--- config.mk ---
export PLATFORM = sky130hd
export DESIGN_NAME = next_permutation_generator_core
export DESIGN_NICKNAME = d
export VERILOG_FILES = /design/src/npg_pkg.sv /design/src/next_permutation_generator_core.sv /design/src/npg_store.sv /design/src/npg_ctrl.sv
export SDC_FILE = /design/constraint.sdc
export NUM_CORES = 1
export LEC_CHECK = 0
export BUFFER_PORTS_ARGS = -buffer_cell sky130_fd_sc_hd__buf_2
export CORE_UTILIZATION = 62
export CTS_CLUSTER_SIZE = 40
export DETAILED_ROUTE_END_ITERATION = 6
export GPL_ROUTABILITY_DRIVEN = 0
export PLACE_DENSITY_LB_ADDON = 0.1
export SLEW_MARGIN = 0
export SYNTH_ARGS = -nofsm -noshare
export SYNTH_HDL_FRONTEND = slang
export SYNTH_HIERARCHICAL = 1
export SYNTH_SLANG_ARGS = --single-unit
--- constraint.sdc ---
create_clock -name aclk -period 10.8 [get_ports aclk]
set_input_delay 1.08 -clock aclk [delete_from_list [all_inputs] [get_ports aclk]]
set_output_delay 1.08 -clock aclk [all_outputs]
set_load 0.02 [all_outputs]
--- src/npg_pkg.sv ---
// Shared constants and interface types for the next-permutation generator.
package npg_pkg;

    localparam int MAX_LEN = 16;
    localparam int IDX_W   = $clog2(MAX_LEN);
    localparam int CNT_W   = IDX_W + 1;
    localparam int DATA_W  = 16;

    typedef logic [IDX_W-1:0]  idx_t;
    typedef logic [CNT_W-1:0]  cnt_t;
    typedef logic [DATA_W-1:0] elem_t;

    // element store access from the sequencer
    typedef struct packed {
        logic  we;
        idx_t  waddr;
        elem_t wdata;
        idx_t  raddr;
    } mem_req_t;

    // load request for the output register
    typedef struct packed {
        logic  ld;
        elem_t value;
        logic  has_next;
        logic  last;
    } out_req_t;

endpackage

--- src/next_permutation_generator_core.sv ---
// The vector is loaded element by element; after the final element come the pivot
// search, the successor search, the swap and the tail reversal, then one result
// per cycle while the output is not stalled, after a single store read. One vector
// is handled at a time.
// Reset (aresetn low, synchronous) clears the sequencer, element count and output
// valid; the element store is not cleared.
module next_permutation_generator_core (
    input  logic        aclk,
    input  logic        aresetn,
    input  logic        s_tvalid,
    output logic        s_tready,
    input  logic [15:0] s_tdata,   // [15:0] value_in
    input  logic        s_tlast,
    output logic        m_tvalid,
    input  logic        m_tready,
    output logic [15:0] m_tdata,   // [15:0] value_out
    output logic [0:0]  m_tuser,   // [0] has_next
    output logic        m_tlast
);
    import npg_pkg::*;

    mem_req_t mem_req;
    elem_t    mem_rdata;
    out_req_t out_req;
    logic     out_free;

    logic  m_valid_reg, m_valid_next;
    elem_t m_data_reg;
    logic  m_user_reg;
    logic  m_last_reg;

    npg_store u_store (
        .aclk  (aclk),
        .req   (mem_req),
        .rdata (mem_rdata)
    );

    npg_ctrl u_ctrl (
        .aclk      (aclk),
        .aresetn   (aresetn),
        .in_valid  (s_tvalid),
        .in_ready  (s_tready),
        .in_value  (s_tdata),
        .in_last   (s_tlast),
        .mem_req   (mem_req),
        .mem_rdata (mem_rdata),
        .out_free  (out_free),
        .out_req   (out_req)
    );

    assign out_free = !m_valid_reg || m_tready;

    always_comb begin
        if (out_req.ld) begin
            m_valid_next = 1'b1;
        end else if (m_tready) begin
            m_valid_next = 1'b0;
        end else begin
            m_valid_next = m_valid_reg;
        end
    end

    always_ff @(posedge aclk) begin
        if (!aresetn) begin
            m_valid_reg <= 1'b0;
        end else begin
            m_valid_reg <= m_valid_next;
        end
    end

    always_ff @(posedge aclk) begin
        if (out_req.ld) begin
            m_data_reg <= out_req.value;
            m_user_reg <= out_req.has_next;
            m_last_reg <= out_req.last;
        end
    end

    assign m_tvalid = m_valid_reg;
    assign m_tdata  = m_data_reg;
    assign m_tuser  = m_user_reg;
    assign m_tlast  = m_last_reg;

endmodule

--- src/npg_store.sv ---
// Element store: one write port, one registered read port.
module npg_store (
    input  logic            aclk,
    input  npg_pkg::mem_req_t req,
    output npg_pkg::elem_t  rdata
);
    import npg_pkg::*;

    elem_t mem [MAX_LEN];
    elem_t rdata_reg;

    always_ff @(posedge aclk) begin
        if (req.we) begin
            mem[req.waddr] <= req.wdata;
        end
        rdata_reg <= mem[req.raddr];
    end

    assign rdata = rdata_reg;

endmodule

--- src/npg_ctrl.sv ---
// Sequencer and shared comparator: load, pivot search, successor search, swap, tail reversal, emit.
module npg_ctrl (
    input  logic              aclk,
    input  logic              aresetn,
    input  logic              in_valid,
    output logic              in_ready,
    input  npg_pkg::elem_t    in_value,
    input  logic              in_last,
    output npg_pkg::mem_req_t mem_req,
    input  npg_pkg::elem_t    mem_rdata,
    input  logic              out_free,
    output npg_pkg::out_req_t out_req
);
    import npg_pkg::*;

    localparam logic [3:0] ST_LOAD  = 4'd0;
    localparam logic [3:0] ST_SINIT = 4'd1;
    localparam logic [3:0] ST_SFRST = 4'd2;
    localparam logic [3:0] ST_SSCAN = 4'd3;
    localparam logic [3:0] ST_FSCAN = 4'd4;
    localparam logic [3:0] ST_WPIV  = 4'd5;
    localparam logic [3:0] ST_WSUC  = 4'd6;
    localparam logic [3:0] ST_RCHK  = 4'd7;
    localparam logic [3:0] ST_RHI   = 4'd8;
    localparam logic [3:0] ST_RLOV  = 4'd9;
    localparam logic [3:0] ST_RWLO  = 4'd10;
    localparam logic [3:0] ST_RWHI  = 4'd11;
    localparam logic [3:0] ST_ERD   = 4'd12;
    localparam logic [3:0] ST_ELD   = 4'd13;

    logic [3:0] state_reg, state_next;
    cnt_t  cnt_reg, cnt_next;
    idx_t  pos_reg, pos_next;
    idx_t  hi_reg, hi_next;
    idx_t  piv_idx_reg, piv_idx_next;
    elem_t piv_val_reg, piv_val_next;
    elem_t hold_reg, hold_next;
    logic  found_reg, found_next;

    idx_t  last_idx;
    elem_t cmp_a, cmp_b;
    logic  cmp_lt;
    logic  emit_last;

    assign last_idx  = idx_t'(cnt_reg - cnt_t'(1));
    assign emit_last = (cnt_t'({1'b0, pos_reg}) + cnt_t'(1)) == cnt_reg;

    // one comparator shared by the pivot and the successor searches
    always_comb begin
        if (state_reg == ST_FSCAN) begin
            cmp_a = piv_val_reg;
            cmp_b = mem_rdata;
        end else begin
            cmp_a = mem_rdata;
            cmp_b = hold_reg;
        end
    end
    assign cmp_lt = cmp_a < cmp_b;

    always_comb begin
        state_next   = state_reg;
        cnt_next     = cnt_reg;
        pos_next     = pos_reg;
        hi_next      = hi_reg;
        piv_idx_next = piv_idx_reg;
        piv_val_next = piv_val_reg;
        hold_next    = hold_reg;
        found_next   = found_reg;
        in_ready     = 1'b0;
        mem_req      = '{we: 1'b0, waddr: pos_reg, wdata: in_value, raddr: pos_reg};
        out_req      = '{ld: 1'b0, value: mem_rdata, has_next: found_reg, last: emit_last};

        unique case (state_reg)
            ST_LOAD: begin
                in_ready = 1'b1;
                if (in_valid) begin
                    if (cnt_reg < cnt_t'(MAX_LEN)) begin
                        mem_req.we    = 1'b1;
                        mem_req.waddr = cnt_reg[IDX_W-1:0];
                        cnt_next      = cnt_reg + cnt_t'(1);
                    end
                    if (in_last) begin
                        found_next = 1'b0;
                        state_next = ST_SINIT;
                    end
                end
            end
            ST_SINIT: begin
                if (cnt_reg < cnt_t'(2)) begin
                    pos_next   = '0;
                    state_next = ST_ERD;
                end else begin
                    mem_req.raddr = last_idx;
                    pos_next      = last_idx;
                    state_next    = ST_SFRST;
                end
            end
            ST_SFRST: begin
                hold_next     = mem_rdata;
                mem_req.raddr = pos_reg - idx_t'(1);
                state_next    = ST_SSCAN;
            end
            ST_SSCAN: begin
                // mem_rdata is element pos-1, hold_reg is element pos
                if (cmp_lt) begin
                    piv_idx_next  = pos_reg - idx_t'(1);
                    piv_val_next  = mem_rdata;
                    found_next    = 1'b1;
                    pos_next      = last_idx;
                    mem_req.raddr = last_idx;
                    state_next    = ST_FSCAN;
                end else begin
                    hold_next = mem_rdata;
                    if (pos_reg == idx_t'(1)) begin
                        pos_next   = '0;
                        state_next = ST_ERD;
                    end else begin
                        pos_next      = pos_reg - idx_t'(1);
                        mem_req.raddr = pos_reg - idx_t'(2);
                    end
                end
            end
            ST_FSCAN: begin
                // rightmost element larger than the pivot; always found
                if (cmp_lt) begin
                    hold_next  = mem_rdata;
                    state_next = ST_WPIV;
                end else begin
                    pos_next      = pos_reg - idx_t'(1);
                    mem_req.raddr = pos_reg - idx_t'(1);
                end
            end
            ST_WPIV: begin
                mem_req.we    = 1'b1;
                mem_req.waddr = piv_idx_reg;
                mem_req.wdata = hold_reg;
                state_next    = ST_WSUC;
            end
            ST_WSUC: begin
                mem_req.we    = 1'b1;
                mem_req.waddr = pos_reg;
                mem_req.wdata = piv_val_reg;
                pos_next      = piv_idx_reg + idx_t'(1);
                hi_next       = last_idx;
                state_next    = ST_RCHK;
            end
            ST_RCHK: begin
                if (pos_reg < hi_reg) begin
                    mem_req.raddr = pos_reg;
                    state_next    = ST_RHI;
                end else begin
                    pos_next   = '0;
                    state_next = ST_ERD;
                end
            end
            ST_RHI: begin
                // mem_rdata is the low element here
                hold_next     = mem_rdata;
                mem_req.raddr = hi_reg;
                state_next    = ST_RLOV;
            end
            ST_RLOV: begin
                // keep the high element on the read port for the low write
                mem_req.raddr = hi_reg;
                state_next    = ST_RWLO;
            end
            ST_RWLO: begin
                mem_req.we    = 1'b1;
                mem_req.waddr = pos_reg;
                mem_req.wdata = mem_rdata;
                state_next    = ST_RWHI;
            end
            ST_RWHI: begin
                mem_req.we    = 1'b1;
                mem_req.waddr = hi_reg;
                mem_req.wdata = hold_reg;
                pos_next      = pos_reg + idx_t'(1);
                hi_next       = hi_reg - idx_t'(1);
                state_next    = ST_RCHK;
            end
            ST_ERD: begin
                state_next = ST_ELD;
            end
            ST_ELD: begin
                if (out_free) begin
                    out_req.ld = 1'b1;
                    if (emit_last) begin
                        cnt_next   = '0;
                        state_next = ST_LOAD;
                    end else begin
                        // prefetch the next element, one per cycle while the output register is free
                        pos_next      = pos_reg + idx_t'(1);
                        mem_req.raddr = pos_reg + idx_t'(1);
                    end
                end
            end
            default: begin
                state_next = ST_LOAD;
            end
        endcase
    end

    always_ff @(posedge aclk) begin
        if (!aresetn) begin
            state_reg <= ST_LOAD;
            cnt_reg   <= '0;
            found_reg <= 1'b0;
        end else begin
            state_reg <= state_next;
            cnt_reg   <= cnt_next;
            found_reg <= found_next;
        end
    end

    always_ff @(posedge aclk) begin
        pos_reg     <= pos_next;
        hi_reg      <= hi_next;
        piv_idx_reg <= piv_idx_next;
        piv_val_reg <= piv_val_next;
        hold_reg    <= hold_next;
    end

endmodule
==> results.py, run 1 <==
metrics = {
    "outcome": {
        "run_status": "completed",
    },
    "timing": {
        "timing_hold_violations_final": 0,
        "fin_hold_ws_ps": 430,
        "timing.setup.tns_ps": 0,
        "setup-violations-final": 0,
        "slew-limit-headroom_pct": 13.6,
        "grt_setup_unrepaired": "no",
        "finClkSkew_ps": 14.5,
        "fin_crit_ps": 6530,
        "fin_crit_sh_pct": 60.4,
        "worst_slack_ps": 4270,
        "timing.final.max_slew_violations": 0,
        "tightest_slew_ps": 1300,
        "fmax_ghz": 0.153,
    },
    "layout": {
        "areaGrowthSynthToFinish_pct": 11.0,
        "most_common_cell_after_layout_fill_and_taps_aside": "sky130_fd_sc_hd__edfxtp_1",
        "drive_above_1_share_pct": 20.5,
        "nNetsFinal": 1065,
        "post-route-util_pct": 70.8,
        "final.fill_count": 1471,
        "largest_register_ff_count": 256,
        "layout_common_cells": "sky130_fd_sc_hd__edfxtp_1, sky130_fd_sc_hd__nand2_1, sky130_fd_sc_hd__a21oi_1, sky130_fd_sc_hd__mux4_2, sky130_fd_sc_hd__nor2_1",
        "largest_register": "u_store/mem",
        "antenna-diode-count": 0,
    },
    "routing": {
        "antenna_violating_nets_post_route": 0,
        "route.detailed.wl_per_inst_um": 25.2,
        "route.vias.total": 8880,
        "drc_errors": 0,
        "initialDrtViolationCount": 1262,
        "viasPerCell": 6.52,
        "wirelength_um": 34300,
        "detail_route.first_pass.iterations": 6,
    },
    "power_and_ir_drop": {
        "power_mw": 6.00,
        "power.leakage_nw": 5.86,
        "power_per_cell_area_mw_per_mm2": 357,
        "ir_drop_mv": 0.275,
    },
    "setup_path": {
        "cp-startpoint": "u_ctrl/state_reg[2]",
        "r2r_start": "u_ctrl/state_reg[2]",
        "reg2regPathDepth": 15,
        "worst_setup_path_endpoint": "u_store/rdata[8]",
        "worst_r2r_endpoint": "u_store/rdata[8]",
        "worstSetupPathType": "reg2reg",
        "crit_fanout": 35,
        "worst_ep_required_time_ps": 11190,
        "cp-start-kind": "flop",
        "crit_path_end_kind": "flop",
        "timing.critical_path.arrival_ps": 6920,
        "setup.reg_to_reg.worst_slack_ps": 4270,
    },
    "placed_design": {
        "port-buffer-count": 40,
        "preCtsSetupSlack_ps": 4260,
        "place.detailed.hpwl_um": 20900,
    },
    "floorplanning": {
        "chipWidth_um": 158,
        "placement_rows": 56,
        "floorplan.die_area_mm2": 0.0251,
        "boundaryPins": 41,
        "core_area_mm2": 0.0238,
        "initial_utilization_pct": 63.8,
        "die_height_um": 158,
    },
    "synthesis": {
        "post_synth_num_cell_types": 75,
        "synth_cells": 980,
        "ys_dominant_reg_cell": "sky130_fd_sc_hd__edfxtp_1",
        "synth.ff_latch_count": 345,
        "synth-async-reset-ratio_pct": 0,
        "mappedNetlistNets": 1029,
        "synth.avg_cell_area_um2": 15.5,
        "synth_area_mm2": 0.0152,
        "synth.yosys.seq_area_share_pct": 66.6,
        "synth_edf_count": 318,
        "synth.yosys.warnings": 6,
    },
    "clock_tree": {
        "post_cts_buffers": 0,
        "clk_latency_ps": 520,
        "post_cts.resized_instances": 0,
        "clkSlewWorstSetupHoldPaths_ps": 60,
        "hold_buffers": 0,
        "cts_htree_levels": 2,
        "clock_sinks": 345,
        "cts_bufs_inserted": 35,
        "clock_root_buffer": "sky130_fd_sc_hd__clkbuf_16",
        "clock_path_buffers": 3,
        "tritoncts": "done",
    },
    "global_routing": {
        "first_global_vias": 8495,
        "grt_first_pass_wirelength_um": 50700,
        "initial_antenna_violation_count": 0,
        "grt_max_degree": 65,
        "grtUsageTotal_pct": 28.3,
        "gr-total-overflow": 0,
    },
    "min_path": {
        "hp-class": "reg2reg",
    },
    "job": {
        "maxCapViolations": 0,
    },
}
-- through the flow --
stage,cells,instance area [um^2]
floorplan,980,15200
global placement,1298,15700
detailed placement,1298,15700
CTS,1361,16800
global route,1361,16800
finish,1361,16800
-- power breakdown --
part	internal, mW	leakage, nW	switching, mW
sequential	1.86	3.10	0.188
clock	0.719	0.564	0.487
combinational	1.15	2.20	1.60
-- per-layer routing --
metal,vias to the layer above,GRT usage [%],share of wire (%)
met3,51,3.86,8.0
met4,0,8.29,2.0
met5,-,0,0
met1,4476,40.6,41
li1,3922,-,-
met2,431,45.6,49
-- synthesized netlist by cell type (13+ instances only) --
master / instances / area [um^2]
sky130_fd_sc_hd__edfxtp_1: 318 / 9550
sky130_fd_sc_hd__nand2_1: 98 / 368
sky130_fd_sc_hd__nor2_1: 63 / 236
sky130_fd_sc_hd__a21oi_1: 54 / 270
sky130_fd_sc_hd__mux4_2: 54 / 1220
sky130_fd_sc_hd__a22oi_1: 32 / 240
sky130_fd_sc_hd__ha_1: 28 / 350
sky130_fd_sc_hd__dfxtp_1: 27 / 541
sky130_fd_sc_hd__clkbuf_1: 26 / 97.6
sky130_fd_sc_hd__buf_4: 23 / 173
sky130_fd_sc_hd__inv_1: 22 / 82.6
sky130_fd_sc_hd__a222oi_1: 20 / 200
sky130_fd_sc_hd__mux2i_1: 16 / 160
sky130_fd_sc_hd__nor3_1: 15 / 75.1
sky130_fd_sc_hd__o21ai_0: 13 / 65.1
-- final cells by class --
type / count / area (um^2) / share of cell area [%]
clock inverter: 18 / 210 / 1.25
tap: 319 / 399 / 2.37
inverter: 23 / 86.3 / 0.513
multi-input combinational: 539 / 4650 / 27.7
timing repair buffer: 72 / 440 / 2.62
sequential: 345 / 10100 / 60.0
clock buffer: 45 / 943 / 5.61
-- worst min-delay path by stage --
| stage | depth (start not counted) | endpoint | start | slack, ps |
|---|---|---|---|---|
| 3_5_place_dp | 0 | m_tuser | u_ctrl/found_reg | 420 |
| 5_1_grt | 0 | m_tuser | u_ctrl/found_reg | 440 |
| 2_1_floorplan | 2 | u_ctrl/found_reg | u_ctrl/found_reg | 480 |
| 4_1_cts | 0 | m_tuser | u_ctrl/found_reg | 430 |
| 6_report | 0 | m_tuser | u_ctrl/found_reg | 430 |
| 3_3_place_gp | 0 | m_tuser | u_ctrl/found_reg | 420 |
-- kinds of logic (layout without fill, tap and decap cells) --
| logic type | after synthesis | in the layout | synth area share (%) |
|---|---|---|---|
| xor gates and xnor gates | 20 | 20 | 1.30 |
| AOI/OAI and AO/OA | 181 | 181 | 8.71 |
| DFF | 345 | 345 | 66.6 |
| and+or+nand+nor | 229 | 229 | 6.94 |
| adders and majority gates | 28 | 28 | 2.31 |
| muxes | 81 | 81 | 10.9 |
| buffers and inverters | 96 | 158 | 3.25 |
-- worst max-delay path: stages, from the launching register on --
cell and delay [ps]:
sky130_fd_sc_hd__dfxtp_1 730, sky130_fd_sc_hd__nor4b_4 1000, sky130_fd_sc_hd__nand2_1 120, sky130_fd_sc_hd__nand2_1 100, sky130_fd_sc_hd__ha_1 240, sky130_fd_sc_hd__a211oi_1 210, sky130_fd_sc_hd__o211ai_1 140, sky130_fd_sc_hd__a221oi_1 600
sky130_fd_sc_hd__o21a_2 370, sky130_fd_sc_hd__xnor2_2 90, sky130_fd_sc_hd__o221ai_2 190, sky130_fd_sc_hd__o32a_2 910, sky130_fd_sc_hd__buf_4 710, sky130_fd_sc_hd__mux4_2 600, sky130_fd_sc_hd__a22oi_1 270, sky130_fd_sc_hd__nand2_1 100
Note: power is estimated with default switching activity, not from simulation.
==> inputs of run 2 (changes only) <==
==> constraint.sdc (replaced) <==
create_clock -name aclk -period 6.65 [get_ports aclk]
set_input_delay 0.665 -clock aclk [delete_from_list [all_inputs] [get_ports aclk]]
set_output_delay 0.665 -clock aclk [all_outputs]
set_load 0.02 [all_outputs]
==> run 2 against run 1 <==
  * Setup slack lost 3500 ps
  * Clock-buffer cell count shrank 1
  * Routed wire length shrank 1.3%
  * First-iteration DRC count shrank 18%
  * Critical path depth is the same
  * Clock skew grew 2.1 ps
  * Critical endpoint is now u_store/rdata[3]
  * Largest cell class unchanged
  * Largest power group unchanged
==> results.py, run 2 (synthesized netlist as in run 1, its figures left out) <==
metrics = {
    "outcome": {
        "run_status": "completed",
    },
    "routing": {
        "route.vias.total": 8881,
        "route.detailed.wl_per_inst_um": 24.8,
        "initialDrtViolationCount": 1032,
        "drc_errors": 0,
        "wirelength_um": 33800,
        "detail_route.first_pass.iterations": 6,
        "antenna_violating_nets_post_route": 0,
        "viasPerCell": 6.53,
    },
    "setup_path": {
        "cp-start-kind": "flop",
        "setup.reg_to_reg.worst_slack_ps": 770,
        "critical_path.slowest_cell": "sky130_fd_sc_hd__or4b_1",
        "crit_path_end_kind": "flop",
        "r2r_start": "u_ctrl/state_reg[2]",
        "worst_path_most_repeated_cell": "sky130_fd_sc_hd__nand2_1",
        "reg2regPathDepth": 15,
        "worstPathCellList": "or4b_1 -> nand2_1 -> nand2_1 -> ha_1 -> a211oi_1 -> o211ai_1 -> a221oi_1 -> o21a_2 -> xnor2_2 -> o221ai_2 -> o32a_2 -> buf_4 -> mux4_1 -> a22oi_1 -> nand2_1",
        "crit_fanout": 35,
        "timing.critical_path.slowest_cell_delay_ps": 940,
        "worstSetupPathType": "reg2reg",
        "worst_ep_required_time_ps": 7050,
        "timing.critical_path.arrival_ps": 6280,
        "worst_r2r_endpoint": "u_store/rdata[3]",
    },
    "timing": {
        "finClkSkew_ps": 16.7,
        "slew-limit-headroom_pct": 16.4,
        "fin_crit_sh_pct": 88.4,
        "timing.setup.tns_ps": 0,
        "grt_setup_unrepaired": "no",
        "tightest_slew_ps": 1250,
        "timing.final.max_slew_violations": 0,
        "timing_hold_violations_final": 0,
        "setup-violations-final": 0,
        "fmax_ghz": 0.170,
        "fin_crit_ps": 5880,
    },
    "floorplanning": {
        "chipWidth_um": 158,
        "core_area_mm2": 0.0238,
        "floorplan.die_area_mm2": 0.0251,
        "die_height_um": 158,
        "initial_utilization_pct": 63.8,
        "boundaryPins": 41,
        "placement_rows": 56,
    },
    "layout": {
        "layout_common_cells": "sky130_fd_sc_hd__edfxtp_1, sky130_fd_sc_hd__nand2_1, sky130_fd_sc_hd__a21oi_1, sky130_fd_sc_hd__mux4_2, sky130_fd_sc_hd__nor2_1",
        "antenna-diode-count": 0,
        "final_design_area_no_fill_mm2": 0.0168,
        "largest_register": "u_store/mem",
        "largest_register_ff_count": 256,
        "nNetsFinal": 1066,
        "drive_above_1_share_pct": 20.5,
        "areaGrowthSynthToFinish_pct": 11.1,
        "most_common_cell_after_layout_fill_and_taps_aside": "sky130_fd_sc_hd__edfxtp_1",
        "final.fill_count": 1516,
    },
    "min_path": {
        "hp-class": "in2reg",
        "min_from": "aresetn",
        "whs_endpoint": "u_ctrl/state_reg[2]",
        "worstHoldPathCells": 2,
    },
    "power_and_ir_drop": {
        "power.leakage_nw": 5.86,
        "power_per_cell_area_mw_per_mm2": 577,
        "ir_drop_mv": 0.411,
    },
    "clock_tree": {
        "clk_latency_ps": 530,
        "post_cts.resized_instances": 0,
        "clkSlewWorstSetupHoldPaths_ps": 60,
        "clock_sinks": 345,
        "tritoncts": "done",
        "cts_bufs_inserted": 35,
        "clock_path_buffers": 3,
        "hold_buffers": 0,
        "post_cts_buffers": 0,
        "clock_root_buffer": "sky130_fd_sc_hd__clkbuf_16",
        "cts_htree_levels": 2,
    },
    "global_routing": {
        "grt_max_degree": 65,
        "grt_first_pass_wirelength_um": 50200,
        "grtUsageTotal_pct": 27.8,
        "gr-total-overflow": 0,
        "initial_antenna_violation_count": 1,
        "first_global_vias": 8393,
    },
    "job": {
        "maxCapViolations": 0,
    },
    "placed_design": {
        "place.detailed.hpwl_um": 20600,
        "dpl_cell_area_mm2": 0.0157,
        "port-buffer-count": 40,
    },
}
run 2: worst max path at each step:
stage | start | endpoint | slack [ps]
final | u_ctrl/state_reg[2] | u_store/rdata[3] | 770
after global routing | u_ctrl/state_reg[2] | u_store/rdata[3] | 430
after CTS | u_ctrl/state_reg[2] | u_store/rdata[3] | 800
after detailed placement | u_ctrl/state_reg[2] | u_store/rdata[3] | 840
after global placement | u_ctrl/state_reg[2] | u_store/rdata[3] | 1030
after floorplan | u_ctrl/state_reg[3] | u_store/rdata[11] | 1800
run 2: area by class of cell:
| class | instances | area, um^2 | share of cell area (%) |
|---|---|---|---|
| repair buffers | 73 | 460 | 2.74 |
| well taps | 319 | 399 | 2.37 |
| clock buffers | 44 | 910 | 5.40 |
| inverters | 23 | 86.3 | 0.513 |
| flip-flops and latches | 345 | 10100 | 59.9 |
| multi-input cells | 539 | 4650 | 27.6 |
| clock inverters | 18 | 235 | 1.40 |
run 2: power breakdown:
part           total (mW)  internal, mW  switching (mW)
logic                4.47          1.89            2.59
registers            3.30          3.02           0.279
clock network        1.94          1.14           0.805
total                9.72          6.05            3.67
run 2: per-layer routing:
layer	GRT usage, %	part of all wire [%]	vias up
met5	0	0	-
met4	7.51	1.9	0
met3	4.41	8.3	55
met2	44.0	47	438
met1	40.8	43	4463
li1	-	-	3925
run 2: worst max-delay path: cells and delay by family (launching register included):
family / cells / cell delay (ps)
muxes: 1 / 650
and+or+nand+nor: 4 / 1340
buffers and inverters: 1 / 550
DFF: 1 / 760
xor gates and xnor gates: 1 / 80
AOI/OAI and AO/OA: 7 / 2050
adders and majority gates: 1 / 300
run 2: stage by stage:
| stage | util, % | setup slack, ps | hold WS (ps) | power, mW | cells |
|---|---|---|---|---|---|
| 3_3_place_gp | 66.1 | 1030 | 439 | 7.70 | 1299 |
| 3_5_place_dp | 66.1 | 840 | 437 | 7.77 | 1299 |
| 5_1_grt | 70.9 | 435 | 440 | 10.2 | 1361 |
| 2_1_floorplan | - | 1800 | 480 | 6.69 | 980 |
| 4_1_cts | 70.9 | 803 | 432 | 9.74 | 1361 |
| 6_report | 70.9 | 769 | 440 | 9.72 | 1361 |
==> inputs of run 3 (changes only) <==
--- a/config.mk
+++ b/config.mk
@@ -6,7 +6,7 @@
 export NUM_CORES = 1
 export LEC_CHECK = 0
 export BUFFER_PORTS_ARGS = -buffer_cell sky130_fd_sc_hd__buf_2
-export CORE_UTILIZATION = 62
+export CORE_UTILIZATION = 45
 export CTS_CLUSTER_SIZE = 40
 export DETAILED_ROUTE_END_ITERATION = 6
 export GPL_ROUTABILITY_DRIVEN = 0
==> run 3 against run 2 <==
  * Register-to-register slack better by 510 ps
  * Flip-flop and latch count unchanged
  * Maximum frequency up 9.5%
  * First-iteration DRC count down 12%
  * Highest routed layer unchanged
==> results.py, run 3 (synthesized netlist as in run 1, its figures left out) <==
metrics = {
    "timing": {
        "slew-limit-headroom_pct": 17.5,
        "grt_setup_unrepaired": "no",
        "timing.final.max_slew_violations": 0,
        "setup-violations-final": 0,
        "timing_hold_violations_final": 0,
        "finClkSkew_ps": 29.1,
        "worst_slack_ps": 1280,
        "fin_crit_sh_pct": 80.8,
        "tightest_slew_ps": 1240,
        "timing.setup.tns_ps": 0,
        "fmax_ghz": 0.186,
        "fin_crit_ps": 5370,
    },
    "clock_tree": {
        "cts_bufs_inserted": 38,
        "post_cts.resized_instances": 0,
        "clkSlewWorstSetupHoldPaths_ps": 60,
        "post_cts_buffers": 0,
        "cts_htree_levels": 2,
        "hold_buffers": 0,
        "tritoncts": "done",
        "clock_path_buffers": 3,
        "clock_root_buffer": "sky130_fd_sc_hd__clkbuf_16",
        "clock_sinks": 345,
        "clk_latency_ps": 540,
    },
    "floorplanning": {
        "chipWidth_um": 186,
        "initial_utilization_pct": 46.1,
        "core_area_mm2": 0.0329,
        "die_height_um": 186,
        "placement_rows": 66,
        "boundaryPins": 41,
        "floorplan.die_area_mm2": 0.0344,
    },
    "routing": {
        "antenna_violating_nets_post_route": 0,
        "drc_errors": 0,
        "viasPerCell": 5.84,
        "detail_route.first_pass.iterations": 7,
        "route.vias.total": 8783,
        "initialDrtViolationCount": 909,
        "route.detailed.wl_per_inst_um": 24.4,
        "wirelength_um": 36700,
    },
    "min_path": {
        "hp-class": "in2reg",
    },
    "setup_path": {
        "worstSetupPathType": "reg2reg",
        "timing.critical_path.slowest_cell_delay_ps": 990,
        "crit_fanout": 30,
        "cp-start-kind": "flop",
        "worstPathCellList": "or4b_1 -> nand2_1 -> nand2_1 -> ha_1 -> a211oi_1 -> o211ai_1 -> a221oi_1 -> o2111a_1 -> nand2_1 -> o221ai_2 -> o32a_2 -> buf_12 -> mux4_1 -> a22oi_1 -> nand2_1",
        "critical_path.slowest_cell": "sky130_fd_sc_hd__or4b_1",
        "crit_path_end_kind": "flop",
        "worst_ep_required_time_ps": 7050,
        "timing.critical_path.arrival_ps": 5770,
        "path_buf_inv": 1,
        "worst_path_most_repeated_cell": "sky130_fd_sc_hd__nand2_1",
        "crit_family": "compound AO/OA/AOI/OAI gates",
    },
    "global_routing": {
        "grt_first_pass_wirelength_um": 54100,
        "grtUsageTotal_pct": 21.9,
        "globalRoute.busiestLayer": "met2",
        "gr-total-overflow": 0,
        "grt_max_degree": 65,
        "groute.layer.met2.usage_pct": 34.7,
        "grt.met3_usage_pct": 3.21,
        "first_global_vias": 8651,
        "initial_antenna_violation_count": 0,
        "grtUsageMet1_pct": 31.4,
    },
    "power_and_ir_drop": {
        "power_per_cell_area_mw_per_mm2": 577,
        "power.leakage_nw": 5.95,
        "ir_drop_mv": 0.556,
    },
    "placed_design": {
        "preCtsSetupSlack_ps": 1280,
        "placed_cells_incl_taps": 1434,
        "place.detailed.hpwl_um": 22800,
        "port-buffer-count": 40,
    },
    "layout": {
        "nNetsFinal": 1081,
        "drive_above_1_share_pct": 21.3,
        "largest_register": "u_store/mem",
        "most_common_cell_after_layout_fill_and_taps_aside": "sky130_fd_sc_hd__edfxtp_1",
        "post_layout_nonfiller_instances": 1503,
        "antenna-diode-count": 0,
        "areaGrowthSynthToFinish_pct": 13.0,
        "layout_common_cells": "sky130_fd_sc_hd__edfxtp_1, sky130_fd_sc_hd__nand2_1, sky130_fd_sc_hd__a21oi_1, sky130_fd_sc_hd__mux4_2, sky130_fd_sc_hd__nor2_1",
        "largest_register_ff_count": 256,
    },
    "job": {
        "maxCapViolations": 0,
    },
    "outcome": {
        "run_status": "completed",
    },
}
[run 3: worst min-delay path: stages]
cell                       delay (ps)
sky130_fd_sc_hd__buf_2             80
sky130_fd_sc_hd__nand2b_4         140
sky130_fd_sc_hd__a21boi_2          50
[run 3: cell type report]
class	count	area, um^2
Tap cell	442	553
Timing Repair Buffer	85	576
Multi-Input combinational cell	539	4660
Sequential cell	345	10100
Fill cell	2752	15700
Clock buffer	50	1040
Clock inverter	19	128
Inverter	23	86.3
[run 3: power by group]
group          leakage, nW  internal, mW  switching (mW)
Combinational         2.28          1.97            2.66
Clock                0.576          1.14           0.824
Sequential            3.10          3.02           0.263
[run 3: worst paths after layout]
path | end | from | slack, ps | cells past startpoint
hold reg to reg | m_tuser | u_ctrl/found_reg | 450 | 0
hold / removal | m_tvalid | m_tready | 440 | 3
setup reg to reg | u_store/rdata[4] | u_ctrl/state_reg[0] | 1280 | 15
setup / recovery | u_store/rdata[4] | u_ctrl/state_reg[0] | 1280 | 15
[run 3: stage by stage]
step	cell area, um^2	hold WS, ps	utilization [%]	power (mW)
floorplan	15200	480	-	6.69
global placement	16000	442	48.6	7.96
detailed placement	16000	441	48.6	7.98
CTS	17100	429	52.1	9.96
global route	17100	448	52.1	10.4
finish	17100	443	52.1	9.88
[run 3: per-layer routing]
metal | vias up | part of all wire (%)
met5 | - | 0
met4 | 0 | 2.0
met3 | 57 | 5.1
met2 | 288 | 47
met1 | 4477 | 46
li1 | 3961 | -
